`src/rtl/tag_presence_table_with_aging_top_macros.svh`:
```
// Assertion macros for the tag presence table.
`ifndef TAG_PRESENCE_TABLE_WITH_AGING_TOP_MACROS_SVH
`define TAG_PRESENCE_TABLE_WITH_AGING_TOP_MACROS_SVH
// Checks that a condition implies a consequence in the same cycle.
`define TPT_ASSERT_IMPL(label, clk, rst_n, cond, cons, msg) \
	label: assert property (@(posedge clk) disable iff (!rst_n) (cond) |-> (cons)) \
		else $error(msg);
// Checks that a condition implies a consequence in the next cycle.
`define TPT_ASSERT_NEXT(label, clk, rst_n, cond, cons, msg) \
	label: assert property (@(posedge clk) disable iff (!rst_n) (cond) |=> (cons)) \
		else $error(msg);
`endif

```
`src/rtl/tpt_pkg.sv`:
```
// Package with types and constants of the tag presence table.
`timescale 1ns / 1ps
package tpt_pkg;
	localparam int MaxEntries = 16;
	localparam int KeyBytes = 16;
	localparam logic [15:0] ResetTimeout = 16'd3000;

	typedef enum logic [1:0] {
		OP_CHUNK = 2'd0,
		OP_TICK = 2'd1,
		OP_CLEAR = 2'd2,
		OP_NONE = 2'd3
	} op_t;

	typedef enum logic [2:0] {
		ST_REFRESHED = 3'd0,
		ST_ADDED = 3'd1,
		ST_FULL = 3'd2,
		ST_EMPTY = 3'd3,
		ST_TICK = 3'd4,
		ST_CLEARED = 3'd5
	} status_t;

	typedef enum logic [2:0] {
		S_IDLE,
		S_SRCH,
		S_CMP,
		S_SWEEP,
		S_EVAL,
		S_DONE
	} state_t;
endpackage

```
`src/rtl/tag_presence_table_with_aging_top.sv`:
```
// Top level of the tag presence table with aging.
// Results: a clear or a zero-length last chunk answers in the cycle after acceptance, a
// last chunk answers after a search of the entries in slot order that ends at a hit or a
// miss, and a tick after a sweep over all entries; other chunks and code 3 give no result.
// Flow: only a search or a sweep holds busy, and the next item is then taken in the
// cycle after its result; results are strobed.
// Reset clears the time, the entry count, the chunk index and sets the timeout to 3000.
`timescale 1ns / 1ps
`include "tag_presence_table_with_aging_top_macros.svh"
module tag_presence_table_with_aging_top #(
	parameter int MAX_ENTRIES = tpt_pkg::MaxEntries,
	parameter int KEY_BYTES = tpt_pkg::KeyBytes
) (
	input  logic        clk,
	input  logic        arst_n,
	input  logic        start,
	output logic        busy,
	input  logic [1:0]  operation,
	input  logic [63:0] key_chunk,
	input  logic        chunk_last,
	input  logic [4:0]  key_length_bytes,
	input  logic        cfg_valid,
	output logic        cfg_ready,
	input  logic [15:0] cfg_data,
	output logic        result_valid,
	output logic [2:0]  status,
	output logic [3:0]  entry_slot,
	output logic [4:0]  entries_in_use,
	output logic [4:0]  expired_count
);
	localparam int KW = (KEY_BYTES + 7) / 8;
	localparam int KWB = (KW > 1) ? $clog2(KW) : 1;
	localparam int KB = KW * 64;
	localparam int IW = (MAX_ENTRIES > 1) ? $clog2(MAX_ENTRIES) : 1;
	localparam int CW = $clog2(MAX_ENTRIES + 1);
	localparam int LW = $clog2(KEY_BYTES + 1);
	localparam int EW = KB + LW + 32;

	tpt_pkg::state_t state_q, state_d;
	logic [15:0] timeout_q;
	logic [31:0] time_q;
	logic [CW-1:0] count_q, rd_q, wr_q, exp_q;
	logic [KB-1:0] inkey_q;
	logic [KWB:0] cidx_q;
	logic [KB-1:0] key_q;
	logic [LW-1:0] len_q;

	logic [EW-1:0] mem [MAX_ENTRIES];
	logic [EW-1:0] rdata_s1;
	logic [IW-1:0] raddr;
	logic re, we;
	logic [IW-1:0] waddr;
	logic [EW-1:0] wdata;

	logic accept;
	logic [KB-1:0] inkey_n, mask;
	logic [LW-1:0] len_sat;
	logic [KB-1:0] r_key;
	logic [LW-1:0] r_len;
	logic [31:0] r_time;
	logic match, expired;

	assign busy = (state_q != tpt_pkg::S_IDLE);
	assign cfg_ready = 1'b1;
	assign accept = start && !busy;

	always_comb begin
		inkey_n = inkey_q;
		if (cidx_q < (KWB + 1)'(KW))
			inkey_n[KB-1-64*cidx_q[KWB-1:0] -: 64] = key_chunk;
		len_sat = (key_length_bytes > 5'(KEY_BYTES)) ? LW'(KEY_BYTES) : LW'(key_length_bytes);
		for (int b = 0; b < KW * 8; b++)
			mask[KB-1-8*b -: 8] = (b < int'(len_sat)) ? 8'hff : 8'h00;
	end

	assign r_key = rdata_s1[EW-1 -: KB];
	assign r_len = rdata_s1[32 +: LW];
	assign r_time = rdata_s1[31:0];
	assign match = (r_len == len_q) && (r_key == key_q);
	assign expired = (time_q - r_time) > {16'd0, timeout_q};

	always_ff @(posedge clk) begin
		if (we)
			mem[waddr] <= wdata;
		if (re)
			rdata_s1 <= mem[raddr];
	end

	always_comb begin
		state_d = state_q;
		re = 1'b0;
		raddr = rd_q[IW-1:0];
		we = 1'b0;
		waddr = wr_q[IW-1:0];
		wdata = rdata_s1;
		case (state_q)
			tpt_pkg::S_IDLE: begin
				if (accept && operation == tpt_pkg::OP_CHUNK && chunk_last
					&& len_sat != '0)
					state_d = tpt_pkg::S_SRCH;
				else if (accept && operation == tpt_pkg::OP_TICK)
					state_d = tpt_pkg::S_SWEEP;
			end
			tpt_pkg::S_SRCH: begin
				if (rd_q < count_q) begin
					re = 1'b1;
					state_d = tpt_pkg::S_CMP;
				end else begin
					if (count_q < CW'(MAX_ENTRIES)) begin
						we = 1'b1;
						waddr = count_q[IW-1:0];
						wdata = {key_q, len_q, time_q};
					end
					state_d = tpt_pkg::S_DONE;
				end
			end
			tpt_pkg::S_CMP: begin
				if (match) begin
					we = 1'b1;
					waddr = rd_q[IW-1:0];
					wdata = {key_q, len_q, time_q};
					state_d = tpt_pkg::S_DONE;
				end else
					state_d = tpt_pkg::S_SRCH;
			end
			tpt_pkg::S_SWEEP: begin
				if (rd_q < count_q) begin
					re = 1'b1;
					state_d = tpt_pkg::S_EVAL;
				end else
					state_d = tpt_pkg::S_DONE;
			end
			tpt_pkg::S_EVAL: begin
				we = !expired;
				state_d = tpt_pkg::S_SWEEP;
			end
			tpt_pkg::S_DONE: state_d = tpt_pkg::S_IDLE;
			default: state_d = tpt_pkg::S_IDLE;
		endcase
	end

	always_ff @(posedge clk or negedge arst_n) begin
		if (!arst_n) begin
			state_q <= tpt_pkg::S_IDLE;
			timeout_q <= tpt_pkg::ResetTimeout;
			time_q <= '0;
			count_q <= '0;
			cidx_q <= '0;
			inkey_q <= '0;
			rd_q <= '0;
			wr_q <= '0;
			exp_q <= '0;
			result_valid <= 1'b0;
			status <= '0;
			entry_slot <= '0;
			entries_in_use <= '0;
			expired_count <= '0;
		end else begin
			state_q <= state_d;
			result_valid <= 1'b0;
			if (cfg_valid && cfg_ready)
				timeout_q <= cfg_data;
			case (state_q)
				tpt_pkg::S_IDLE: begin
					rd_q <= '0;
					wr_q <= '0;
					exp_q <= '0;
					if (accept) begin
						case (operation)
							tpt_pkg::OP_CHUNK: begin
								if (chunk_last) begin
									key_q <= inkey_n & mask;
									len_q <= len_sat;
									inkey_q <= '0;
									cidx_q <= '0;
									if (len_sat == '0) begin
										result_valid <= 1'b1;
										status <= tpt_pkg::ST_EMPTY;
										entry_slot <= '0;
										entries_in_use <= 5'(count_q);
										expired_count <= '0;
									end
								end else begin
									inkey_q <= inkey_n;
									if (cidx_q < (KWB + 1)'(KW))
										cidx_q <= cidx_q + 1'b1;
								end
							end
							tpt_pkg::OP_TICK: time_q <= time_q + 32'd1;
							tpt_pkg::OP_CLEAR: begin
								count_q <= '0;
								inkey_q <= '0;
								cidx_q <= '0;
								result_valid <= 1'b1;
								status <= tpt_pkg::ST_CLEARED;
								entry_slot <= '0;
								entries_in_use <= '0;
								expired_count <= '0;
							end
							default: ;
						endcase
					end
				end
				tpt_pkg::S_SRCH: begin
					if (!(rd_q < count_q)) begin
						result_valid <= 1'b1;
						expired_count <= '0;
						if (count_q < CW'(MAX_ENTRIES)) begin
							status <= tpt_pkg::ST_ADDED;
							entry_slot <= 4'(count_q);
							entries_in_use <= 5'(count_q + 1'b1);
							count_q <= count_q + 1'b1;
						end else begin
							status <= tpt_pkg::ST_FULL;
							entry_slot <= '0;
							entries_in_use <= 5'(count_q);
						end
					end
				end
				tpt_pkg::S_CMP: begin
					if (match) begin
						result_valid <= 1'b1;
						status <= tpt_pkg::ST_REFRESHED;
						entry_slot <= 4'(rd_q);
						entries_in_use <= 5'(count_q);
						expired_count <= '0;
					end else
						rd_q <= rd_q + 1'b1;
				end
				tpt_pkg::S_SWEEP: begin
					if (!(rd_q < count_q)) begin
						count_q <= wr_q;
						result_valid <= 1'b1;
						status <= tpt_pkg::ST_TICK;
						entry_slot <= '0;
						entries_in_use <= 5'(wr_q);
						expired_count <= 5'(exp_q);
					end
				end
				tpt_pkg::S_EVAL: begin
					rd_q <= rd_q + 1'b1;
					if (expired)
						exp_q <= exp_q + 1'b1;
					else
						wr_q <= wr_q + 1'b1;
				end
				default: ;
			endcase
		end
	end

	`TPT_ASSERT_IMPL(a_count_range, clk, arst_n, 1'b1, count_q <= CW'(MAX_ENTRIES), "entry count above capacity")
	`TPT_ASSERT_IMPL(a_write_order, clk, arst_n, state_q == tpt_pkg::S_EVAL, wr_q <= rd_q, "compaction write passed read")
	`TPT_ASSERT_NEXT(a_done_result, clk, arst_n, state_q == tpt_pkg::S_DONE, !busy, "done state did not return to idle")
	`TPT_ASSERT_IMPL(a_no_accept_busy, clk, arst_n, busy, !accept, "item accepted while busy")
endmodule
```
`config.mk`:
```
export PLATFORM = sky130hd
export DESIGN_NAME = tag_presence_table_with_aging_top
export DESIGN_NICKNAME = d
export VERILOG_FILES = /design/src/rtl/tpt_pkg.sv /design/src/rtl/tag_presence_table_with_aging_top.sv
export VERILOG_INCLUDE_DIRS = /design/src /design/src/rtl
export SDC_FILE = /design/constraint.sdc
export NUM_CORES = 2
export LEC_CHECK = 0
export ABC_AREA = 1
export BUFFER_PORTS_ARGS = -buffer_cell sky130_fd_sc_hd__clkbuf_2
export CAP_MARGIN = 10
export CORE_UTILIZATION = 41
export DETAILED_ROUTE_END_ITERATION = 7
export PLACE_DENSITY_LB_ADDON = 0.12
export REMOVE_ABC_BUFFERS = 1
export SETUP_SLACK_MARGIN = 0.05
export SYNTH_ARGS = -nofsm -noshare
export SYNTH_HDL_FRONTEND = slang
export SYNTH_SLANG_ARGS = --single-unit
```
`constraint.sdc`:
```
create_clock -name clk -period 11.85 [get_ports clk]
set_clock_uncertainty 0.1 [all_clocks]
set_input_delay 0 -clock clk [delete_from_list [all_inputs] [get_ports clk]]
set_output_delay 0 -clock clk [all_outputs]
set_load 0.02 [all_outputs]
```
-- Yosys cells after proc, flatten, opt, wreduce, memory -nomap -nowiden
Memory sizes are Yosys's and may differ from the RTL's. A register that Yosys moved wholly into a read port is not among the register bits.
Cells that the tools add are included.
- word-level logic and storage cells: 195
- output and inout bits: 20
- memories: 1
- register bits after elaboration: 352
- RAM bits: 2640
- input bits: 92
- shift operators: 2
- equal/unequal tests: 21
- order comparisons: 21
- bitwise gates (word level): 1
- reductions and logical operators: 28
- mux-type cells: 96
- $add $sub $neg: 9
- memory list (memory ; depth ; width ; read ports ; clocked after memory_dff ; wr ports ; line ; RTL):
    mem ; 16 ; 165 ; 1 ; 1 ; 1 ; tag_presence_table_with_aging_top.sv:48 ; logic [EW-1:0] mem [MAX_ENTRIES];
- operators by type and width (kind ; number):
    2-to-1 mux 165 bit ; 3
    case mux 165 bit (2 select lines) ; 1
    2-to-1 mux 128 bit ; 2
    case mux 128 bit (2 select lines) ; 1
    variable shift 64 x 34 -> 191 bit, first input constant ; 1
    variable part select 64 x 34 -> 191 bit ; 1
    AND 128 bit ; 1
    bitwise mux 128 bit ; 1
    == test 128 bit ; 1
    2-to-1 mux 8 bit ; 16
    2-to-1 mux 5 bit ; 19
    less-than comparator 4 x 5 -> 1 bit, first input constant ; 8
    2-to-1 mux 4 bit ; 10
    case mux 5 bit (2 select lines) ; 4
    case mux 5 bit (4 select lines) ; 2
    negation 32 -> 34 bit ; 1
    adder 32 x 1 -> 32 bit, second input constant ; 1
    greater-than comparator 32 x 16 -> 1 bit ; 1
    subtractor 32 bit ; 1
    2-to-1 mux 3 bit ; 10
    case mux 5 bit (3 select lines) ; 2
    adder 5 x 1 -> 5 bit, second input constant ; 4
    less-than comparator 3 x 5 -> 1 bit, first input constant ; 4
    case mux 4 bit (2 select lines) ; 2
    other kinds (42) ; 81

-- Logic depth before layout (Yosys ltp)
- depth in word-level cells: 8
- mapped depth: 26
- depth with buffers taken out: 26

-- Worst setup path after synthesis
Ideal clock, no wire load.
- path type: register to register
- start: reg time_q[0]
- end: mem mem[10][0] in the netlist's numbering (enable)
- arrival: 9.959 ns
- cell stages (with the launch flop): 23
- required time: 11.058 ns
- library setup time: 0.692 ns
- buffers on the path: 0
- period minus slack after synthesis: 10.751 ns
- slack: 1.099 ns
- cells stage by stage: dfrtp_1 inv_1 ha_1 fa_1 inv_1 nand3_1 nand3_1 nand3_1 nand3_1 xor2_1 ha_1 nand2_1 nor4_1 nand3_1 nand2_1 nand3_1 nor2_1 nand2_1 nor2_1 nand3_2 nand2_1 nand2_1 nor2_1
- longest elaborated chain between the ends: 6
- ends and longest elaborated chain (element ; line ; RTL):
    from (decl) ; tag_presence_table_with_aging_top.sv:41 ; logic [31:0] time_q;
    from (signal assigned) ; tag_presence_table_with_aging_top.sv:189 ; tpt_pkg::OP_TICK: time_q <= time_q + 32'd1;
    subtractor 32 bit ; tag_presence_table_with_aging_top.sv:80 ; assign expired = (time_q - r_time) > {16'd0, timeout_q};
    greater-than comparator 32 x 16 -> 1 bit ; tag_presence_table_with_aging_top.sv:80 ;
    logical NOT 1 bit ; tag_presence_table_with_aging_top.sv:134 ; we = !expired;
    case mux 1 bit (3 select lines) ; tag_presence_table_with_aging_top.sv:96 ; case (state_q)
    2-to-1 mux 1 bit ; tag_presence_table_with_aging_top.sv:83 ; if (we)
    2-to-1 mux 1 bit (implied by the code) ; tag_presence_table_with_aging_top.sv:84 ; mem[waddr] <= wdata;
    to (decl) ; tag_presence_table_with_aging_top.sv:48 ;
Every way passes these cells.

-- Final worst setup path
- start: reg key_q[54]
- end: mem mem[4][137] in the netlist's numbering (enable)
- longest elaborated chain between the ends: 6
- elaborated cells on any way between the ends: 8
- those cells by class: eq/ne: 1; mux: 6; reduce/logical: 1
- ends and longest elaborated chain (element ; line ; RTL):
    from (decl) ; tag_presence_table_with_aging_top.sv:45 ; logic [KB-1:0] key_q;
    from (signal assigned) ; tag_presence_table_with_aging_top.sv:172 ; key_q <= inkey_n & mask;
    == test 128 bit * ; tag_presence_table_with_aging_top.sv:79 ; assign match = (r_len == len_q) && (r_key == key_q);
    logical AND 1 bit * ; tag_presence_table_with_aging_top.sv:79 ;
    2-to-1 mux 1 bit ; tag_presence_table_with_aging_top.sv:118 ; if (match) begin
    case mux 1 bit (3 select lines) ; tag_presence_table_with_aging_top.sv:96 ;
    2-to-1 mux 1 bit ; tag_presence_table_with_aging_top.sv:83 ;
    2-to-1 mux 1 bit (implied by the code) ; tag_presence_table_with_aging_top.sv:84 ;
Mark *: on every way between the ends. The rest lies on a longest branch, timed or not.

==> impl_results.md <==
- Gr ovfl total: 0
- Post-route DRC: 0
- Clock buffer depth: 4
- Post-Syn Area: roughly 130000 um^2
- Full die area: 317700 um^2
- Max Slew Vio Count: 0
- Final setup fails: 0
- Pwr per Cell Area: roughly 270 nW/um^2
- Multi-input logic area: around 31000 um^2
- Register area: 93720 um^2
- DIE HEIGHT: approximately 560 um
- Distinct cells, synth: 50
- Post-DP HPWL: between 200000 and 250000 um
- Setup CP Type: reg2reg
- CTS H-tree lvls: 5
- Critical path arrival: 7.69 ns
- Post-Syn Area per Cell: around 12 um^2
- Cts bufs inserted: ~340
- Synth area leader: edfxtp_1
- Area fraction in compound gates after synthesis: 0.1135
- Worst path max stage delay: 0.76 ns
- Core area: roughly 310000 um^2
- Simple-Gate Fraction of Synth Area: 0.1123
- CP required: approximately 12 ns
- Number of core rows: just over 200
- Max Fclk: 138.3 MHz
- Setup crit start kind: flop
- Post-synthesis adder-cell area fraction: 0.005670
- Initial antenna violation count: 20
- Synth Register Bits: between 3000 and 4000
- Run status: complete, no violations
- CP max FO: roughly 110
- Total power: about 40 mW
- Worst setup EP type: flop
- First-pass GRT wire length: between 600000 and 700000 um
- Ratio of cells with drive above 1 in the final layout: 0.08057
- Dpl cells: 14470
- Effective utilization at floorplan: 0.4133
- Worst vdd ir: 0.0002878 V
- Most frequent CP cell: nand2_1
- Num ports: 112
- Hold Vio Cnt, Final: 0
- Static leakage: ~51 nW
- Maxcap violations: 0
- Syn. warnings: 0
- TritonCTS clock tree: done
- Tot GR Track Use: 0.2584
- Synth area leaders: edfxtp_1 (68%), o21ai_0 (5.6%), nor2_1 (4.9%)
- Fin crit share: 0.6102
- Nets: about 11000
- WL per Instance: ~27 um
- Layout area overhead: 14.15%
- Synth Instances: between 10000 and 15000
- Register area share after synthesis: 0.7247
- Detailed Route WL: approximately 420000 um
- Clk_lat worst skew: 0.95 ns
- Clk sinks: between 3000 and 4000
- CP Cell Sequence: xnor2_1 -> nand2_1 -> nor2_1 -> nand2_1 -> nor2_1 -> nand2_1 -> nor2_1 -> nand4_1 -> nand2_4 -> inv_4 -> nand2_1 -> nand2_1 -> inv_1 -> o21ai_1 -> nor2_4 -> buf_4 -> buf_12 -> buf_4
- Worst hold slack: between 0.04 and 0.05 ns
- Largest net degree at the start of global routing: between 150 and 200
- Die W: between 500 and 600 um
- Via count: a little under 90000
- Crit-path slowest cell: nand2_4
- Post-synthesis mux area share: 0.00008708
- Buffers on Ports: 110
- Root buffer cell: clkbuf_16
- Vias per Instance: 5.777
- Post-DRT Antenna Nets: 0
- Clock transition at path regs: 0.06 ns
- Drt pass-1 iters: 6
- Fill cell count: ~28000
- Iter 0 DRT Violations: between 9000 and 10000
- Setup TNS Final: 0 ns
- Top cell type's share of synthesized area: 0.6822
- Post-Synth XOR/XNOR Area: 0.008534
- Slew HR: 0.1388
- Min-Delay Path Class: in2reg
- Final core utilization: 0.4717
- RSZ-0062 raised after global routing: no
- Main combinational cell family by area after synthesis: compound AO/OA/AOI/OAI gates
- Non-filler cells, final: between 15000 and 20000
- RePlAce Congestion: roughly 0.9
- Tmin final: about 7.2 ns
- Number of global-route vias before repair: about 85000
- Slew @ Worst Pin: between 1 and 1.5 ns
[per-layer routing]
metal / track usage / vias to the layer above / part of all wire
li1: - / 39160 / -
met1: 0.3692 / 45250 / 0.44
met2: 0.4178 / 3393 / 0.47
met3: 0.03118 / 547 / 0.065
met4: 0.07055 / 2 / 0.026
met5: 0 / - / 0.000031
[sequential cells by signal, summed over array words and instances (netlist names)]
| name | flops |
|---|---|
| key_q | 128 |
| result_valid | 1 |
| mem | 2640 |
| cidx_q | 2 |
| inkey_q | 128 |
| len_q | 5 |
| entries_in_use | 5 |
| status | 3 |
| wr_q | 5 |
| timeout_q | 16 |
| entry_slot | 4 |
| exp_q | 5 |
| expired_count | 5 |
| count_q | 5 |
| time_q | 32 |
| rdata_s1 | 165 |
| rd_q | 5 |
| state_q | 3 |
[cells in the mapped netlist, drive strengths merged]
cell type / instances
or3: 1
fa: 1
nand3: 583
nor2: 1682
xor2: 60
clkbuf: 603
a31oi: 4
inv: 531
or2: 3
o22ai: 523
o2111ai: 1
nand2: 1280
a22oi: 1
mux2: 1
clkinv: 3
and2: 6
a211oi: 5
nand3b: 2
a21oi: 95
xnor2: 66
a32oi: 1
o31ai: 2
dfrtp: 212
conb: 1
buf: 66
o21ai: 1444
o211ai: 142
o21bai: 3
o311ai: 9
dfstp: 7
o221ai: 269
o21a: 10
nand4: 29
nor4: 6
nor3: 20
ha: 57
edfxtp: 2938
[final cells by class]
| class | count | share of cell area |
|---|---|---|
| Sequential cell | 3157 | 0.6349 |
| Multi-Input combinational cell | 6307 | 0.2119 |
| Clock buffer | 435 | 0.06152 |
| Tap cell | 4140 | 0.03509 |
| Timing Repair Buffer | 524 | 0.03032 |
| Inverter | 534 | 0.01384 |
| Clock inverter | 189 | 0.01227 |
| Antenna cell | 8 | 0.0001356 |
[metrics by stage]
step	cell area, um^2	worst slack, ns
after floorplan	126800	-64.61
after global placement	134700	4.693
after detailed placement	134700	4.624
after CTS	147500	4.578
after global routing	147600	4.413
final	147600	4.620
[worst paths after layout]
check / start / to / slack (ns) / cells past startpoint
worst max-delay path: key_q[54]$_DFFE_PP_ / mem[4][137]$_DFFE_PP_ / 4.62 / 18
worst min-delay path: key_chunk[57] / inkey_q[57]$_DFFE_PN0P_ / 0.05 / 4
worst max register to register: key_q[54]$_DFFE_PP_ / mem[4][137]$_DFFE_PP_ / 4.62 / 18
worst min register to register: entries_in_use[3]$_DFFE_PN0P_ / entries_in_use[3]$_DFFE_PN0P_ / 0.39 / 2
max in group asynchronous: arst_n / timeout_q[15]$_DFFE_PN0P_ / 10.43 / 4
min in group asynchronous: arst_n / result_valid$_DFF_PN0_ / 0.26 / 4
[where the power goes]
group | internal, mW | switching [mW] | total [mW]
sequential | 16.2 | 0.431 | 16.7
combinational | 2.97 | 10.3 | 13.3
clock | 5.96 | 4.50 | 10.5
total | 25.2 | 15.3 | 40.4
[logic make-up (layout without fill, tap and decap cells)]
kind of cell / count (synthesis) / after routing
simple gates: 3612 / 3612
flops: 3157 / 3157
compound gates: 2509 / 2509
buf+inv: 1203 / 1682
xor+xnor: 126 / 126
fa+ha+maj: 58 / 58
other cells: 1 / 9
mux: 1 / 1
[cell usage in the layout (no fill, tap or decap), types with 66 or more instances in the layout]
cell type,count
o21ai_0,1442
o221ai_1,269
nand2_1,1273
clkbuf_1,79
clkbuf_2,109
a21oi_1,94
inv_1,520
o22ai_1,523
clkbuf_16,345
o211ai_1,142
nor2_1,1652
dlygate4sd3_1,188
nand3_1,580
edfxtp_1,2938
xnor2_1,66
clkinv_2,71
dfrtp_1,209
buf_4,198
[repair_timing]
item | in CTS | in global routing
gates resized for setup | 0 | 0
endpoints found under the hold margin | 550 | 0
hold buffers | 189 | 0
setup buffers | 0 | 0
[critical path, delay by kind of cell, from the launching register on]
| kind | cells | cell delay (ns) |
|---|---|---|
| AND/OR/NAND/NOR | 11 | 3.18 |
| buffers and inverters | 5 | 2.32 |
| flip-flops | 1 | 0.42 |
| AO/OA/AOI/OAI | 1 | 0.26 |
| XOR/XNOR | 1 | 0.19 |
Power figures use the tool's default switching activity.
